===== src/sv/ftc_pkg.sv =====
// Shared types, register map and constants for the floor texture cast core.
// No dependencies; used by every module of the block.
`timescale 1ns / 1ps
`default_nettype none
package ftc_pkg;

	localparam int DIST_W = 25;
	localparam int STORE_AW = 12;

	typedef enum logic [2:0] {
		REG_CANVAS_HEIGHT = 3'd0,
		REG_HORIZON_ROW   = 3'd1,
		REG_PLAYER_X      = 3'd2,
		REG_PLAYER_Y      = 3'd3,
		REG_TEX_WIDTH     = 3'd4,
		REG_TEX_HEIGHT    = 3'd5,
		REG_USE_TEXTURE   = 3'd6,
		REG_FLAT_COLOR    = 3'd7
	} reg_idx_t;

	typedef enum logic {
		KIND_LOAD  = 1'b0,
		KIND_PIXEL = 1'b1
	} kind_t;

	localparam logic [9:0] RST_CANVAS_HEIGHT = 10'd480;
	localparam logic [9:0] RST_HORIZON_ROW   = 10'd240;
	localparam logic [6:0] RST_TEX_SIZE      = 7'd64;

	typedef struct packed {
		logic [9:0]  canvas_height;
		logic [9:0]  horizon_row;
		logic [23:0] player_x;
		logic [23:0] player_y;
		logic [6:0]  tex_width;
		logic [6:0]  tex_height;
		logic        use_texture;
		logic [23:0] flat_color;
	} cfg_t;

	typedef struct packed {
		kind_t              kind;
		logic [STORE_AW-1:0] addr;
		logic [23:0]        tcol;
		logic [15:0]        rx;
		logic [15:0]        ry;
		logic               hz;
	} pix_t;

	typedef struct packed {
		logic        res;
		logic        hz;
		logic        bypass;
		logic [23:0] col;
	} shd_meta_t;

	// one restoring step: acc = {remainder[9:0], numerator/quotient[24:0]}
	function automatic logic [DIST_W+9:0] div_step(logic [DIST_W+9:0] acc, logic [9:0] den);
		logic [10:0] hi;
		logic [DIST_W-1:0] lo;
		hi = {acc[DIST_W+9:DIST_W], acc[DIST_W-1]};
		lo = {acc[DIST_W-2:0], 1'b0};
		if (hi >= {1'b0, den}) begin
			hi = hi - {1'b0, den};
			lo[0] = 1'b1;
		end
		return {hi[9:0], lo};
	endfunction

endpackage
`default_nettype wire


===== src/sv/ftc_shade.sv =====
// Distance shading: pipelined restoring division of each RGB channel by the
// shade factor, one quotient bit per stage. Depends on ftc_pkg for shd_meta_t.
`timescale 1ns / 1ps
`default_nettype none
module ftc_shade #(
	parameter int SW = 31
) (
	input  wire logic               clk,
	input  wire logic               arst_n,
	input  wire logic               en,
	input  wire logic               vld_in,
	input  wire ftc_pkg::shd_meta_t meta_in,
	input  wire logic [SW-1:0]      s_in,
	output logic                    vld_out,
	output logic                    res_out,
	output logic                    hz_out,
	output logic [23:0]             color_out
);

	localparam int NST = 8;
	localparam int CW = SW + 8;

	logic [NST-1:0]     vld_s;
	logic [31:0]        rem_s [NST][3];
	logic [7:0]         q_s   [NST][3];
	logic [SW-1:0]      sd_s  [NST];
	ftc_pkg::shd_meta_t meta_s [NST];
	logic [31:0]        rem_n [NST][3];
	logic [7:0]         q_n   [NST][3];

	always_comb begin
		logic [31:0]   r;
		logic [7:0]    qv;
		logic [SW-1:0] sv;
		logic [CW-1:0] d;
		for (int k = 0; k < NST; k++) begin
			for (int c = 0; c < 3; c++) begin
				if (k == 0) begin
					r  = {meta_in.col[23-8*c -: 8], 24'd0};
					qv = '0;
					sv = s_in;
				end else begin
					r  = rem_s[k-1][c];
					qv = q_s[k-1][c];
					sv = sd_s[k-1];
				end
				d = CW'(sv) << (NST - 1 - k);
				if (CW'(r) >= d) begin
					r = 32'(CW'(r) - d);
					qv[NST-1-k] = 1'b1;
				end
				rem_n[k][c] = r;
				q_n[k][c]   = qv;
			end
		end
	end

	always_ff @(posedge clk or negedge arst_n) begin
		if (!arst_n) begin
			vld_s <= '0;
		end else if (en) begin
			vld_s <= {vld_s[NST-2:0], vld_in};
		end
	end

	always_ff @(posedge clk) begin
		if (en) begin
			sd_s[0]   <= s_in;
			meta_s[0] <= meta_in;
			for (int k = 1; k < NST; k++) begin
				sd_s[k]   <= sd_s[k-1];
				meta_s[k] <= meta_s[k-1];
			end
			for (int k = 0; k < NST; k++) begin
				for (int c = 0; c < 3; c++) begin
					rem_s[k][c] <= rem_n[k][c];
					q_s[k][c]   <= q_n[k][c];
				end
			end
		end
	end

	assign vld_out = vld_s[NST-1];
	assign res_out = meta_s[NST-1].res;
	assign hz_out  = meta_s[NST-1].hz;

	always_comb begin
		if (meta_s[NST-1].hz) begin
			color_out = '0;
		end else if (meta_s[NST-1].bypass) begin
			color_out = meta_s[NST-1].col;
		end else begin
			color_out = {q_s[NST-1][0], q_s[NST-1][1], q_s[NST-1][2]};
		end
	end

endmodule
`default_nettype wire


===== config.mk =====
export PLATFORM = sky130hd
export DESIGN_NAME = ftc_shade
export DESIGN_NICKNAME = d
export VERILOG_FILES = /design/src/sv/ftc_pkg.sv /design/src/sv/ftc_shade.sv
export SDC_FILE = /design/constraint.sdc
export NUM_CORES = 2
export LEC_CHECK = 0
export BUFFER_PORTS_ARGS = -buffer_cell sky130_fd_sc_hd__buf_2
export CORE_UTILIZATION = 58
export DETAILED_ROUTE_END_ITERATION = 8
export PLACE_DENSITY = 0.77
export REMOVE_ABC_BUFFERS = 1
export SLEW_MARGIN = 20
export SYNTH_ARGS = -nofsm -noshare
export SYNTH_HDL_FRONTEND = slang
export SYNTH_SLANG_ARGS = --single-unit

===== constraint.sdc =====
create_clock -name clk -period 3.7 [get_ports clk]
set_input_delay 0.74 -clock clk [delete_from_list [all_inputs] [get_ports clk]]
set_output_delay 0.74 -clock clk [all_outputs]
set_load 0.01 [all_outputs]

==> impl_metrics.tcl <==
set metrics [dict create \
    synth_warnings 0 \
    overflow 0 \
    h-tree-depth 3 \
    synth_area_um2 68900 \
    drt_iter0_drc 4482 \
    rsz0062_at_grt "true" \
    crit_required_ns 4.15 \
    cts_tree "done" \
    grt_usage_pct 30.7 \
    synth_ff_type "edfxtp_1" \
    routed_wl_um 193000 \
    die_w_um 347 \
    grt_pass1_wl_um 283000 \
    synth-seq-cells 1137 \
    preCtsSetupSlack_ns -0.306 \
    peakVddDrop_uv 418 \
    nFillCells 8501 \
    grt_pass1_vias 50100 \
    place_congestion 1.06 \
    synth_edf_count 1129 \
    worstPathArrival_ns 4.27 \
    status "finished, violations left" \
    crit_fanout 5 \
    cts_buffers 119 \
    hold_ws_ns 0.166 \
    drive_above_1_share_pct 19.2 \
    io_buffers 88 \
    min_period_ns 3.82 \
    max_cap_violations 0 \
    die_h_um 347 \
    holdCritPathClass "in2reg" \
    finalCritPeriodShare_pct 103 \
    hpwl_um 150000 \
    row_count 126 \
    yosysSeqAreaShare_pct 49.5 \
    synth_top_area_share_pct 49.2 \
    slew_headroom_pct 29.6 \
    core_area_um2 118000 \
    total_power_mw 38.5 \
    routedWlPerCell_um 22.9 \
    clkTransAtPathRegs_ns 0.06 \
    setup_viol 29 \
    ys_top_cells_by_area "edfxtp_1 49%, ha_1 11%, mux2_2 4.7%" \
    async_reset_ff_share_pct 0.704 \
    drc 0 \
    skew_ns 0.0725 \
    avgSynthCellArea_um2 11.3 \
    multiInputGateArea_um2 33700 \
    fmax_ghz 0.261 \
    critical_path_class "reg2reg" \
    viasPerCell 6.01 \
    yosys.area.top_type "edfxtp_1" \
    first_pass_iters 8 \
    seqCellArea_um2 34100 \
    fin_ws_ns -0.124 \
    yosysUniqueCellTypes 81 \
    final_nets 7482 \
    worstMarginPinSlew_ns 1.05 \
    cts.sinks 1137 \
    final_util_pct 68.5 \
    dieArea_um2 120000 \
    violations "negative setup slack" \
    io_pins 89 \
    slew_violations 0 \
    start_util_pct 58.4 \
    grt_max_degree 107 \
    synth_cells 6109 \
    clock-root-buffer "clkbuf_16" \
    worst_setup_path_start_kind "flop" \
    final_antenna_net_count 0 \
    cts_buffer_depth 3 \
    tns_ns -1.76 \
    worst_setup_path_end_kind "flop" \
    vias 50600 \
    finalHoldViolations 0 \
    area_growth_pct 17.3 \
    clk_latency_ns 0.76 \
    power_density_nw_per_um2 476 \
    total_leakage_power_nw 34.0 \
    antenna_found_initial 1 \
]
-- layout by cell type (no fill, tap or decap), types with 287 or more instances in the layout --
cell and instances:
nor2_1 380, nand2_1 407, o21ai_0 377, buf_4 532, edfxtp_1 1129, a21o_1 305
mux2_2 287, ha_1 621, inv_1 339, a21oi_1 488
-- cells by family after synthesis --
logic type	after synthesis	share of synthesized area (%)
AO/OA/AOI/OAI	1683	15.3
AND/OR/NAND/NOR	1379	9.56
flip-flops	1137	49.5
adder cells (fa/ha/maj)	646	11.9
buffers and inverters	481	2.71
XOR/XNOR	458	5.82
multiplexers	325	5.25
-- layout make-up --
| type | count | share of cell area (%) |
|---|---|---|
| Sequential cell | 1137 | 42.2 |
| Multi-Input combinational cell | 4491 | 41.8 |
| Timing Repair Buffer | 677 | 6.90 |
| Clock buffer | 138 | 3.89 |
| Tap cell | 1536 | 2.38 |
| Inverter | 348 | 1.62 |
| Clock inverter | 87 | 1.26 |
| Antenna cell | 2 | 0.00619 |
-- timing repair --
action,in CTS,in global routing
endpoints found under the hold margin,8,0
gates cloned,1,14
hold buffers,1,0
resized for setup,29,149
buffers inserted,5,27
pin swaps,9,51
setup endpoints to repair,142,399
-- power by group --
part	switching (mW)	internal (mW)	leakage, nW
logic	5.44	4.37	20.8
clock network	5.28	7.15	2.01
registers	0.708	15.5	11.2
-- flip-flops by register name, indices dropped and copies added (netlist names) --
signal  cells
meta_s    216
q_s       108
rem_s     588
sd_s      217
vld_s       8
-- stage by stage --
| stage | instances | area [um2] |
|---|---|---|
| finish | 8416 | 80800 |
| global route | 8414 | 80800 |
| CTS | 8374 | 79700 |
| detailed placement | 8142 | 75300 |
| global placement | 8142 | 75300 |
| floorplan | 5976 | 68400 |
-- path summary, 6_finish.rpt --
kind | start | slack, ns | to | depth (start not counted)
setup / recovery | sd_s[3][1] | -0.12 | rem_s[4][88] | 15
hold / removal | meta_in[24] | 0.17 | meta_s[0][24] | 1
setup reg to reg | sd_s[3][1] | -0.12 | rem_s[4][88] | 15
hold reg to reg | q_s[1][19] | 0.41 | q_s[1][43] | 0
max in group asynchronous | arst_n | 3.15 | vld_s[1] | 2
min in group asynchronous | arst_n | 0.37 | vld_s[2] | 2
-- synthesized netlist by cell type, types with 64 or more instances --
library cell / n
a21o_1: 305
a21oi_1: 511
clkbuf_1: 104
edfxtp_1: 1129
ha_1: 628
inv_1: 347
mux2_2: 290
nand2_1: 410
nand2b_1: 75
nand3_1: 85
nand4_1: 90
nor2_1: 384
nor2b_1: 90
nor3_1: 73
o21ai_0: 405
o21bai_1: 64
xnor2_1: 277
xor2_1: 181
-- layer usage --
| layer | global-route usage, % | part of all wire (%) |
|---|---|---|
| met4 | 17.8 | 6.7 |
| met5 | 0 | 0 |
| met2 | 53.7 | 49 |
| met3 | 2.98 | 4.3 |
| met1 | 37.1 | 40 |
-- critical path, stage by stage, from the launching register on --
cell and delay [ns]:
edfxtp_1 0.42, inv_2 0.10, ha_4 0.20, nor2b_4 0.12, o31a_1 0.31, o41ai_2 0.35
buf_4 0.19, nand2_4 0.06, nor2_4 0.16, o41ai_4 0.14, a2111oi_4 0.43, nor2_2 0.09
nor4_4 0.33, nor2_4 0.13, clkbuf_16 0.20, mux2_4 0.29
Power figures use the tool's default switching activity.
