--- src/sv/ftc_pkg.sv ---
// Shared types, register map and constants for the floor texture cast core.
// No dependencies; used by every module of the block.
`timescale 1ns / 1ps
`default_nettype none
package ftc_pkg;

	localparam int DIST_W = 25;
	localparam int STORE_AW = 12;

	typedef enum logic [2:0] {
		REG_CANVAS_HEIGHT = 3'd0,
		REG_HORIZON_ROW   = 3'd1,
		REG_PLAYER_X      = 3'd2,
		REG_PLAYER_Y      = 3'd3,
		REG_TEX_WIDTH     = 3'd4,
		REG_TEX_HEIGHT    = 3'd5,
		REG_USE_TEXTURE   = 3'd6,
		REG_FLAT_COLOR    = 3'd7
	} reg_idx_t;

	typedef enum logic {
		KIND_LOAD  = 1'b0,
		KIND_PIXEL = 1'b1
	} kind_t;

	localparam logic [9:0] RST_CANVAS_HEIGHT = 10'd480;
	localparam logic [9:0] RST_HORIZON_ROW   = 10'd240;
	localparam logic [6:0] RST_TEX_SIZE      = 7'd64;

	typedef struct packed {
		logic [9:0]  canvas_height;
		logic [9:0]  horizon_row;
		logic [23:0] player_x;
		logic [23:0] player_y;
		logic [6:0]  tex_width;
		logic [6:0]  tex_height;
		logic        use_texture;
		logic [23:0] flat_color;
	} cfg_t;

	typedef struct packed {
		kind_t              kind;
		logic [STORE_AW-1:0] addr;
		logic [23:0]        tcol;
		logic [15:0]        rx;
		logic [15:0]        ry;
		logic               hz;
	} pix_t;

	typedef struct packed {
		logic        res;
		logic        hz;
		logic        bypass;
		logic [23:0] col;
	} shd_meta_t;

	// one restoring step: acc = {remainder[9:0], numerator/quotient[24:0]}
	function automatic logic [DIST_W+9:0] div_step(logic [DIST_W+9:0] acc, logic [9:0] den);
		logic [10:0] hi;
		logic [DIST_W-1:0] lo;
		hi = {acc[DIST_W+9:DIST_W], acc[DIST_W-1]};
		lo = {acc[DIST_W-2:0], 1'b0};
		if (hi >= {1'b0, den}) begin
			hi = hi - {1'b0, den};
			lo[0] = 1'b1;
		end
		return {hi[9:0], lo};
	endfunction

endpackage
`default_nettype wire

--- src/sv/ftc_regs.sv ---
// APB configuration registers of the floor texture cast core.
// Depends on ftc_pkg for the register map and the cfg_t struct.
`timescale 1ns / 1ps
`default_nettype none
module ftc_regs (
	input  wire logic        clk,
	input  wire logic        arst_n,
	input  wire logic        psel,
	input  wire logic        penable,
	input  wire logic        pwrite,
	input  wire logic [4:0]  paddr,
	input  wire logic [31:0] pwdata,
	output logic [31:0]      prdata,
	output logic             pready,
	output ftc_pkg::cfg_t    cfg
);

	ftc_pkg::cfg_t    cfg_q;
	ftc_pkg::reg_idx_t idx;
	logic             wr;

	assign idx    = ftc_pkg::reg_idx_t'(paddr[4:2]);
	assign wr     = psel && penable && pwrite;
	assign pready = 1'b1;
	assign cfg    = cfg_q;

	always_ff @(posedge clk or negedge arst_n) begin
		if (!arst_n) begin
			cfg_q.canvas_height <= ftc_pkg::RST_CANVAS_HEIGHT;
			cfg_q.horizon_row   <= ftc_pkg::RST_HORIZON_ROW;
			cfg_q.player_x      <= '0;
			cfg_q.player_y      <= '0;
			cfg_q.tex_width     <= ftc_pkg::RST_TEX_SIZE;
			cfg_q.tex_height    <= ftc_pkg::RST_TEX_SIZE;
			cfg_q.use_texture   <= 1'b0;
			cfg_q.flat_color    <= '0;
		end else if (wr) begin
			unique case (idx)
				ftc_pkg::REG_CANVAS_HEIGHT: cfg_q.canvas_height <= pwdata[9:0];
				ftc_pkg::REG_HORIZON_ROW:   cfg_q.horizon_row   <= pwdata[9:0];
				ftc_pkg::REG_PLAYER_X:      cfg_q.player_x      <= pwdata[23:0];
				ftc_pkg::REG_PLAYER_Y:      cfg_q.player_y      <= pwdata[23:0];
				ftc_pkg::REG_TEX_WIDTH:     cfg_q.tex_width     <= pwdata[6:0];
				ftc_pkg::REG_TEX_HEIGHT:    cfg_q.tex_height    <= pwdata[6:0];
				ftc_pkg::REG_USE_TEXTURE:   cfg_q.use_texture   <= pwdata[0];
				ftc_pkg::REG_FLAT_COLOR:    cfg_q.flat_color    <= pwdata[23:0];
				default: ;
			endcase
		end
	end

	always_comb begin
		unique case (idx)
			ftc_pkg::REG_CANVAS_HEIGHT: prdata = {22'd0, cfg_q.canvas_height};
			ftc_pkg::REG_HORIZON_ROW:   prdata = {22'd0, cfg_q.horizon_row};
			ftc_pkg::REG_PLAYER_X:      prdata = {8'd0, cfg_q.player_x};
			ftc_pkg::REG_PLAYER_Y:      prdata = {8'd0, cfg_q.player_y};
			ftc_pkg::REG_TEX_WIDTH:     prdata = {25'd0, cfg_q.tex_width};
			ftc_pkg::REG_TEX_HEIGHT:    prdata = {25'd0, cfg_q.tex_height};
			ftc_pkg::REG_USE_TEXTURE:   prdata = {31'd0, cfg_q.use_texture};
			ftc_pkg::REG_FLAT_COLOR:    prdata = {8'd0, cfg_q.flat_color};
			default:                    prdata = '0;
		endcase
	end

endmodule
`default_nettype wire

--- config.mk ---
export PLATFORM = sky130hd
export DESIGN_NAME = ftc_regs
export DESIGN_NICKNAME = d
export VERILOG_FILES = /design/src/sv/ftc_pkg.sv /design/src/sv/ftc_regs.sv
export SDC_FILE = /design/constraint.sdc
export NUM_CORES = 1
export LEC_CHECK = 0
export BUFFER_PORTS_ARGS = -buffer_cell sky130_fd_sc_hd__buf_2
export CAP_MARGIN = 5
export CORE_MARGIN = 2
export CORE_UTILIZATION = 35
export DETAILED_ROUTE_END_ITERATION = 8
export GPL_TIMING_DRIVEN = 0
export PLACE_DENSITY_LB_ADDON = 0.25
export SLEW_MARGIN = 20
export SYNTH_ARGS = -nofsm -noshare
export SYNTH_HDL_FRONTEND = slang
export SYNTH_SLANG_ARGS = --single-unit
--- constraint.sdc ---
create_clock -name clk -period 1.1 [get_ports clk]
set_input_delay 0.11 -clock clk [delete_from_list [all_inputs] [get_ports clk]]
set_output_delay 0.11 -clock clk [all_outputs]
set_load 0.02 [all_outputs]
==> impl_metrics.ini <==
[status]
outcome = finished with violations
violations = setup timing

[worst_setup_path]
worstPathMaxFanout = 2
worstSetupPathType = flip-flop to primary output
worstPathArrival_ps = 1500
cp-end-kind = primary output
crit_required_ps = 990
crit_path_start_kind = flip-flop

[power]
seqPwrFrac_pct = 37.9
p_clk_share_pct = 24.7
power_density_mw_per_mm2 = 1800
p_comb_share_pct = 37.4
p_sw_w = 0.00463
intPower_w = 0.00964
max-vdd-ir-drop_mv = 1.28
power_switching_share_pct = 32.5
leakage_nw = 3.88

[placement]
finalWeightedCongestion = 0.780
dp_hpwl_um = 10800
port_buffers = 162
dpl-instance-area_mm2 = 0.00646

[final_layout]
final.fill_count = 1209
final_cell_area_mm2 = 0.00792
mostFrequentLayoutCell = buf_6
final_core_util_pct = 54.9
syn_to_final_growth_pct = 54.0
largest_reg_flops = 107
regArea_mm2 = 0.00270
drive_above_1_share_pct = 67.9
nNetsFinal = 669
layout_common_cells = buf_6, buf_2, dfrtp_1, mux2_2, mux2_4
multi_input_area_mm2 = 0.00247

[synthesis]
ys_ff_latch = 107
synth_area_mm2 = 0.00514
yosys_warnings = 0
yosysTopAreaCell = dfrtp_1
synthDistinctLibCells = 39
synth_area_leaders = dfrtp_1, mux2_2, dfstp_2
async_reset_ff_share_pct = 100
synth-edff-count = 0
syn-mean-instance-area_um2 = 13.2
synth_top_area_share_pct = 47.2
postSynthCellCount = 389
ys.flop_type = dfrtp_1
synth-seq-area-share_pct = 52.3

[global_route]
grt_pass1_vias = 4412
grt_max_degree = 66
grt_usage_pct = 20.8
overflow = 0
antenna_found_initial = 1
grt_pass1_wl_um = 24900

[route]
drtIter0Drc = 170
first_pass_iters = 4
wirelength_um = 16400
wl_per_cell_um = 20.1
dr_total_vias = 4095
drc = 0
postRouteAntennaNets = 0
vias_per_cell = 5.01

[clocking]
cts_tree = yes
clk_pin_slew_worst_paths_ps = 70
cts_buffer_depth = 2
cts_root_buffer = clkbuf_16
cts.sink_count = 107
numCtsBuffers = 9
clock_latency_ps = 350
cts_max_level = 3

[sta]
rsz0062_at_grt = true
hold_viol = 0
fmax_mhz = 620
finalCritPeriodShare_pct = 147
post-route-min-period_ps = 1610
drv_slew = 0
finalSetupViolCount = 64
timing.hold.ws_ps = 13.8
fin_skew_ps = 0
layout_setup_ws_ps = -512

[floorplan]
rows = 44
dieArea_mm2 = 0.0157
die_w_um = 125
die_y_um = 125
initial_core_util_pct = 35.7
pin_count = 182
core_mm2 = 0.0144

[run]
maxCapViolCount = 0

[hold_path]
min_path_type = input port to flip-flop
-- what timing repair did --
item / CTS / global route
setup endpoints to repair: 83 / 89
pin swaps: 18 / 24
hold endpoints to repair: 41 / 0
resized for setup: 163 / 68
gates cloned: 0 / 0
setup buffers: 35 / 27
hold buffers: 4 / 0
-- cells in the mapped netlist, types with 3 or more instances --
cell / n
a21oi_1: 5
a222oi_1: 3
and2_1: 15
buf_2: 5
buf_4: 14
buf_6: 7
clkbuf_1: 5
dfrtp_1: 97
dfstp_2: 10
inv_1: 3
mux2_2: 98
mux2_4: 10
mux2i_1: 25
nand2_1: 18
nand2b_1: 6
nand3_1: 4
nor2_1: 9
nor2_2: 5
nor3b_1: 3
o21ai_0: 21
-- area by class of cell --
type | count | share of cell area (%)
antenna | 1 | 0.0316
buffer | 32 | 4.26
clock buffer | 12 | 3.11
clock inverter | 4 | 0.932
inverter | 3 | 0.142
multi-input combinational | 254 | 31.1
sequential | 107 | 34.0
tap | 184 | 2.91
timing repair buffer | 220 | 23.4
-- layer usage --
metal / vias to the layer above / part of all wire (%) / track usage [%]
met2: 156 / 50 / 34.8
met1: 2062 / 41 / 25.9
met3: 26 / 6.7 / 6.46
li1: 1851 / - / -
met5: - / 0 / 0
met4: 0 / 2.1 / 6.60
-- cells by family (layout without fill, tap and decap cells) --
family / Yosys count / after routing / synth area share (%)
flops: 107 / 107 / 52.3
other cells: 2 / 10 / 0.146
compound gates: 41 / 41 / 4.99
simple gates: 69 / 69 / 7.76
buf+inv: 35 / 271 / 4.72
mux: 135 / 135 / 30.1
-- power by group through the flow --
stage                     clock network, W  registers (W)  logic [W]
after floorplan                          0        0.00632    0.00158
after global placement                   0        0.00541    0.00387
after detailed placement                 0        0.00547    0.00394
after CTS                          0.00359        0.00538    0.00492
after global routing               0.00377        0.00550    0.00564
final                              0.00353        0.00541    0.00534
-- per-stage QoR --
| step | setup slack (ps) | instances | power (W) | setup TNS, ps |
|---|---|---|---|---|
| after floorplan | -124 | 396 | 0.00790 | -3480 |
| after CTS | -529 | 798 | 0.0139 | -10040 |
| final | -512 | 817 | 0.0143 | -9640 |
| after global routing | -624 | 817 | 0.0149 | -12870 |
| after detailed placement | -710 | 743 | 0.00941 | -54520 |
| after global placement | -1510 | 742 | 0.00928 | -185630 |
-- critical path, cell delays in order, from the launching register on --
cell	delay, ps
dfrtp_2	410
mux4_2	470
inv_2	80
o21ai_4	50
buf_6	140
-- path summary, 6_finish.rpt --
check	startpoint	to	slack (ps)	depth (start not counted)
setup / recovery	cfg[47]	prdata[8]	-510	4
hold / removal	pwdata[14]	cfg[77]	10	2
setup reg to reg	cfg[72]	cfg[72]	80	3
hold reg to reg	cfg[17]	cfg[17]	530	1
max in group asynchronous	arst_n	cfg[93]	130	3
min in group asynchronous	arst_n	cfg[83]	260	2
No activity file was read; power rests on OpenSTA's default activity.
