==> config.mk <==
export PLATFORM = sky130hd
export DESIGN_NAME = ftc_div
export DESIGN_NICKNAME = d
export VERILOG_FILES = /design/src/sv/ftc_pkg.sv /design/src/sv/ftc_div.sv
export SDC_FILE = /design/constraint.sdc
export NUM_CORES = 2
export LEC_CHECK = 0
export ABC_CLOCK_PERIOD_IN_PS = 7400
export BUFFER_PORTS_ARGS = -buffer_cell sky130_fd_sc_hd__buf_2
export CAP_MARGIN = 20
export CORE_ASPECT_RATIO = 1.2
export CORE_MARGIN = 3
export CORE_UTILIZATION = 50
export CTS_BUF_LIST = sky130_fd_sc_hd__clkbuf_8
export CTS_CLUSTER_DIAMETER = 50
export DETAILED_ROUTE_END_ITERATION = 10
export PLACE_DENSITY = 0.66
export RECOVER_POWER = 25
export SYNTH_ARGS = -nofsm -noshare
export SYNTH_HDL_FRONTEND = slang
export SYNTH_SLANG_ARGS = --single-unit
==> constraint.sdc <==
create_clock -name clk -period 7.4 [get_ports clk]
set_input_delay 1.48 -clock clk [delete_from_list [all_inputs] [get_ports clk]]
set_output_delay 1.48 -clock clk [all_outputs]
set_load 0.02 [all_outputs]
==> src/sv/ftc_pkg.sv <==
// Shared types, register map and constants for the floor texture cast core.
// No dependencies; used by every module of the block.
`timescale 1ns / 1ps
`default_nettype none
package ftc_pkg;

	localparam int DIST_W = 25;
	localparam int STORE_AW = 12;

	typedef enum logic [2:0] {
		REG_CANVAS_HEIGHT = 3'd0,
		REG_HORIZON_ROW   = 3'd1,
		REG_PLAYER_X      = 3'd2,
		REG_PLAYER_Y      = 3'd3,
		REG_TEX_WIDTH     = 3'd4,
		REG_TEX_HEIGHT    = 3'd5,
		REG_USE_TEXTURE   = 3'd6,
		REG_FLAT_COLOR    = 3'd7
	} reg_idx_t;

	typedef enum logic {
		KIND_LOAD  = 1'b0,
		KIND_PIXEL = 1'b1
	} kind_t;

	localparam logic [9:0] RST_CANVAS_HEIGHT = 10'd480;
	localparam logic [9:0] RST_HORIZON_ROW   = 10'd240;
	localparam logic [6:0] RST_TEX_SIZE      = 7'd64;

	typedef struct packed {
		logic [9:0]  canvas_height;
		logic [9:0]  horizon_row;
		logic [23:0] player_x;
		logic [23:0] player_y;
		logic [6:0]  tex_width;
		logic [6:0]  tex_height;
		logic        use_texture;
		logic [23:0] flat_color;
	} cfg_t;

	typedef struct packed {
		kind_t              kind;
		logic [STORE_AW-1:0] addr;
		logic [23:0]        tcol;
		logic [15:0]        rx;
		logic [15:0]        ry;
		logic               hz;
	} pix_t;

	typedef struct packed {
		logic        res;
		logic        hz;
		logic        bypass;
		logic [23:0] col;
	} shd_meta_t;

	// one restoring step: acc = {remainder[9:0], numerator/quotient[24:0]}
	function automatic logic [DIST_W+9:0] div_step(logic [DIST_W+9:0] acc, logic [9:0] den);
		logic [10:0] hi;
		logic [DIST_W-1:0] lo;
		hi = {acc[DIST_W+9:DIST_W], acc[DIST_W-1]};
		lo = {acc[DIST_W-2:0], 1'b0};
		if (hi >= {1'b0, den}) begin
			hi = hi - {1'b0, den};
			lo[0] = 1'b1;
		end
		return {hi[9:0], lo};
	endfunction

endpackage
`default_nettype wire

==> src/sv/ftc_div.sv <==
// Pipelined restoring divider for the row distance, one quotient bit per stage.
// Depends on ftc_pkg for div_step and the pix_t payload carried alongside.
`timescale 1ns / 1ps
`default_nettype none
module ftc_div (
	input  wire logic                       clk,
	input  wire logic                       arst_n,
	input  wire logic                       en,
	input  wire logic                       vld_in,
	input  wire ftc_pkg::pix_t              pix_in,
	input  wire logic [ftc_pkg::DIST_W-1:0] num,
	input  wire logic [9:0]                 den,
	output logic                            vld_out,
	output ftc_pkg::pix_t                   pix_out,
	output logic [ftc_pkg::DIST_W-1:0]      quo
);

	localparam int N = ftc_pkg::DIST_W;

	logic [N-1:0]   vld_s;
	logic [N+9:0]   acc_s [N];
	logic [9:0]     den_s [N];
	ftc_pkg::pix_t  pix_s [N];

	always_ff @(posedge clk or negedge arst_n) begin
		if (!arst_n) begin
			vld_s <= '0;
		end else if (en) begin
			vld_s <= {vld_s[N-2:0], vld_in};
		end
	end

	always_ff @(posedge clk) begin
		if (en) begin
			acc_s[0] <= ftc_pkg::div_step({10'd0, num}, den);
			den_s[0] <= den;
			pix_s[0] <= pix_in;
			for (int k = 1; k < N; k++) begin
				acc_s[k] <= ftc_pkg::div_step(acc_s[k-1], den_s[k-1]);
				den_s[k] <= den_s[k-1];
				pix_s[k] <= pix_s[k-1];
			end
		end
	end

	assign vld_out = vld_s[N-1];
	assign pix_out = pix_s[N-1];
	assign quo     = acc_s[N-1][N-1:0];

endmodule
`default_nettype wire

==> summary.md <==
### Power
• Pint: 29.2 mW
• leakage power: 41.1 nW
• total power divided by cell area: 342 mW/mm^2
• switching share of power: 24.5%
• share of power burned in combinational logic: 17.1%
• maximum resistive drop on vdd: 0.184 mV
• Psw: 9.48 mW
• overall power after layout: 38.7 mW
• sequential share of power: 53.7%
• clock share of power: 29.2%

### Final layout
• register area: 0.0864 sq mm
• non-filler instance count after layout: 8328
• area used by multi-input combinational logic: 0.0130 sq mm
• fraction of final layout cells sized beyond drive strength 1: 17.4%
• fill cell instance count of the final layout: 15018
• Nets: 5744
• Area Overhead vs Synth: 11.3%

### Floorplanning
• Core Area: 0.201 sq mm
• height of the chip: 500 microns
• starting utilization of the core area: 50.5%
• die footprint: 0.208 sq mm
• placement row count: 180
• die outline width: 417 microns
• I/O pin cnt: 205

### Critical path
• CP Depth: 1
• kind of cell adding the most delay to the critical path: flip-flops
• critical path peak fanout: 1
• Critical R2R Launch: acc_s[0][235]
• Max stage delay on crit path: 0.49 ns
• Critical Path Start Type: flip-flop
• Critical Setup Path Class: reg2out
• endpoint of the worst-slack reg-to-reg timing path: acc_s[0][276]
• FF-to-FF setup slack: 4.53 ns
• Worst EP arrival: 1.73 ns
• data required time at the worst endpoint: 5.92 ns
• CP bufs+invs: 1
• ordered list of cells on the worst path: buf_2
• reg2reg path depth: 7
• cell type of the slowest stage on the worst timing path: sky130_fd_sc_hd__edfxtp_1
• nature of the critical path endpoint: output pin

### Logic synthesis
• portion of the post-synthesis area used by sequential elements: 85.1%
• net count after synthesis: 5189
• number of synthesized register bits: 2880
• number of synthesized flops with an enable pin: 2855
• Unique masters post-synth: 64
• Netlist Area Pre-Place: 0.102 sq mm
• Syn. warnings: 0
• average instance area after synthesis: 21.1 sq um
• share of synthesized registers carrying an async set or reset: 0.868%
• Synth Flop Type: sky130_fd_sc_hd__edfxtp_1
• Synth Instances: 4815

### Placed design
• HPWL Detailed: 74800 microns
• DP Cell Count: 7572
• RePlAce Congestion: 0.868
• number of I/O port buffers: 204

### STA
• relative max-transition margin: 30.4%
• Final Skew: 0.0699 ns
• max frequency: 0.312 GHz
• number of max-slew violations in the final report: 0
• shortest clock period the worst path allows after layout: 3.21 ns
• Post-Route Setup TNS: 0 ns
• Least-Margin Pin Slew: 1.04 ns
• setup violators final: 0
• Final Hold Vio Count: 0
• final hold slack: 0.358 ns
• ratio of final minimum period to clock period: 43.4%
• unrepaired setup endpoints after global routing: false

### Clock network
• register clock-pin slew on the reported worst setup and hold paths: 0.06 ns
• number of buffers inserted during clock tree synthesis: 435
• buffer type at the clock tree root: sky130_fd_sc_hd__clkbuf_8
• clock buffer depth: 4
• H-tree lvl count: 5
• post-cts sizing count: 0
• Clk Latency, worst-skew pair: 1.05 ns
• # hold bufs at CTS: 0
• Post-CTS Repair Setup Buffers: 0
• TritonCTS clock tree: yes
• number of clock sinks: 2880

### Hold path
• kind of path behind the tightest hold check: reg2reg
• start point of the worst hold path: acc_s[0][338]
• Hold Crit Endpoint: acc_s[0][374]
• cell depth of the worst min-delay path: 0

### Detailed routing
• final wirelength: 128000 microns
• Vias per Instance: 4.90
• Final ANT Viol Nets: 0
• drt initial violations: 2485
• total vias in the final route: 40816
• WL per Instance: 15.4 microns
• iteration count of the initial detailed-routing pass: 5
• remaining design rule violation count: 0

### GRT
• largest net degree at the start of global routing: 202
• total congestion overflow: 0
• wire length of the first global-routing pass: 208000 microns
• initial antenna violation count: 7
• GRT Resource Usage Total: 12.2%
• via count of the first global-routing pass: 42982

### Job
• max-cap violations: 0

### Outcome
• status: complete, no violations

## layout by cell type, fill, tap and decap left out, types with 9 or more instances in the layout
cell type / instances
sky130_fd_sc_hd__a211o_1: 28
sky130_fd_sc_hd__a211oi_1: 23
sky130_fd_sc_hd__a21o_1: 52
sky130_fd_sc_hd__a21oi_1: 201
sky130_fd_sc_hd__a311o_1: 12
sky130_fd_sc_hd__a31oi_1: 16
sky130_fd_sc_hd__buf_12: 18
sky130_fd_sc_hd__buf_2: 203
sky130_fd_sc_hd__buf_4: 18
sky130_fd_sc_hd__bufinv_16: 9
sky130_fd_sc_hd__clkbuf_8: 437
sky130_fd_sc_hd__clkinv_1: 104
sky130_fd_sc_hd__clkinv_2: 45
sky130_fd_sc_hd__clkinvlp_4: 10
sky130_fd_sc_hd__dfrtp_1: 25
sky130_fd_sc_hd__edfxtp_1: 2855
sky130_fd_sc_hd__fa_1: 23
sky130_fd_sc_hd__ha_1: 242
sky130_fd_sc_hd__inv_1: 442
sky130_fd_sc_hd__mux2_2: 113
sky130_fd_sc_hd__mux2_4: 102
sky130_fd_sc_hd__mux2i_1: 32
sky130_fd_sc_hd__nand2_1: 73
sky130_fd_sc_hd__nand2b_1: 30
sky130_fd_sc_hd__nand3_1: 21
sky130_fd_sc_hd__nand3b_1: 21
sky130_fd_sc_hd__nand4_1: 26
sky130_fd_sc_hd__nor2_1: 55
sky130_fd_sc_hd__nor2b_1: 25
sky130_fd_sc_hd__nor3_1: 22
sky130_fd_sc_hd__o21a_1: 41
sky130_fd_sc_hd__o21ai_0: 82
sky130_fd_sc_hd__o21ai_1: 12
sky130_fd_sc_hd__o21bai_1: 22
sky130_fd_sc_hd__or3_1: 16
sky130_fd_sc_hd__xnor2_1: 64
sky130_fd_sc_hd__xor2_1: 77
## kinds of logic (layout without fill, tap and decap cells)
group                    count (synthesis)  count (layout)  synth area share [%]
buffers and inverters                  426            1296                  2.07
XOR/XNOR                               141             141                  1.22
flip-flops                            2880            2880                  85.1
AO/OA/AOI/OAI                          539             539                  3.44
adder cells (fa/ha/maj)                265             265                  3.44
other                                    0               4                     0
multiplexers                           253             253                  3.14
AND/OR/NAND/NOR                        311             311                  1.62
## cell usage after synthesis (all sizes together), types with 28 or more instances
library cell | n | area, sq um
nand2 | 73 | 274
mux2i | 32 | 320
edfxtp | 2855 | 85700
ha | 242 | 3030
buf | 118 | 946
a21o | 52 | 390
inv | 305 | 1140
a211o | 28 | 245
xnor2 | 64 | 561
nand2b | 30 | 188
nor2 | 56 | 213
mux2 | 221 | 2870
a21oi | 202 | 1010
xor2 | 77 | 674
o21ai | 103 | 564
o21a | 41 | 308
## metrics by stage
step | setup slack (ns) | util [%] | cell area (sq um)
after global routing | 4.02 | 56.2 | 113000
after floorplan | 4.41 | - | 102000
final | 4.19 | 56.2 | 113000
after global placement | 3.83 | 52.4 | 105000
after CTS | 3.96 | 56.2 | 113000
after detailed placement | 3.77 | 52.4 | 105000
## state kept, by name, indices dropped and copies added (netlist names)
register,flops
pix_s,1750
acc_s,865
den_s,240
vld_s,25
## area by class of cell
class / count / area share, %
Inverter: 305 / 1.01
Clock buffer: 437 / 5.32
Antenna cell: 4 / 0.00886
Clock inverter: 315 / 1.39
Multi-Input combinational cell: 1509 / 11.6
Timing Repair Buffer: 239 / 1.34
Tap cell: 2639 / 2.92
Sequential cell: 2880 / 76.4
## power by group through the flow
stage | Sequential (mW) | Combinational (mW) | Clock (mW)
after floorplan | 20.8 | 5.38 | 0
after global placement | 21.0 | 6.33 | 0
after detailed placement | 21.1 | 6.61 | 0
after CTS | 20.8 | 6.66 | 11.8
after global routing | 20.9 | 7.33 | 12.6
final | 20.8 | 6.63 | 11.3
## worst max-delay path by stage
stage	end	startpoint
2_1_floorplan	acc_s[0][25]	num[24]
3_3_place_gp	den_s[2][79]	en
3_5_place_dp	den_s[2][79]	en
4_1_cts	pix_out[57]	pix_s[1][617]
5_1_grt	pix_out[53]	pix_s[1][613]
6_report	pix_out[57]	pix_s[1][617]
## routing by layer
layer	up-vias	GRT usage (%)	wire [microns]
met5	-	0	12
li1	19798	-	-
met2	806	21.2	66000
met3	375	3.48	6290
met4	2	5.74	4380
met1	19835	14.0	51300
Power figures use the tool's default switching activity.
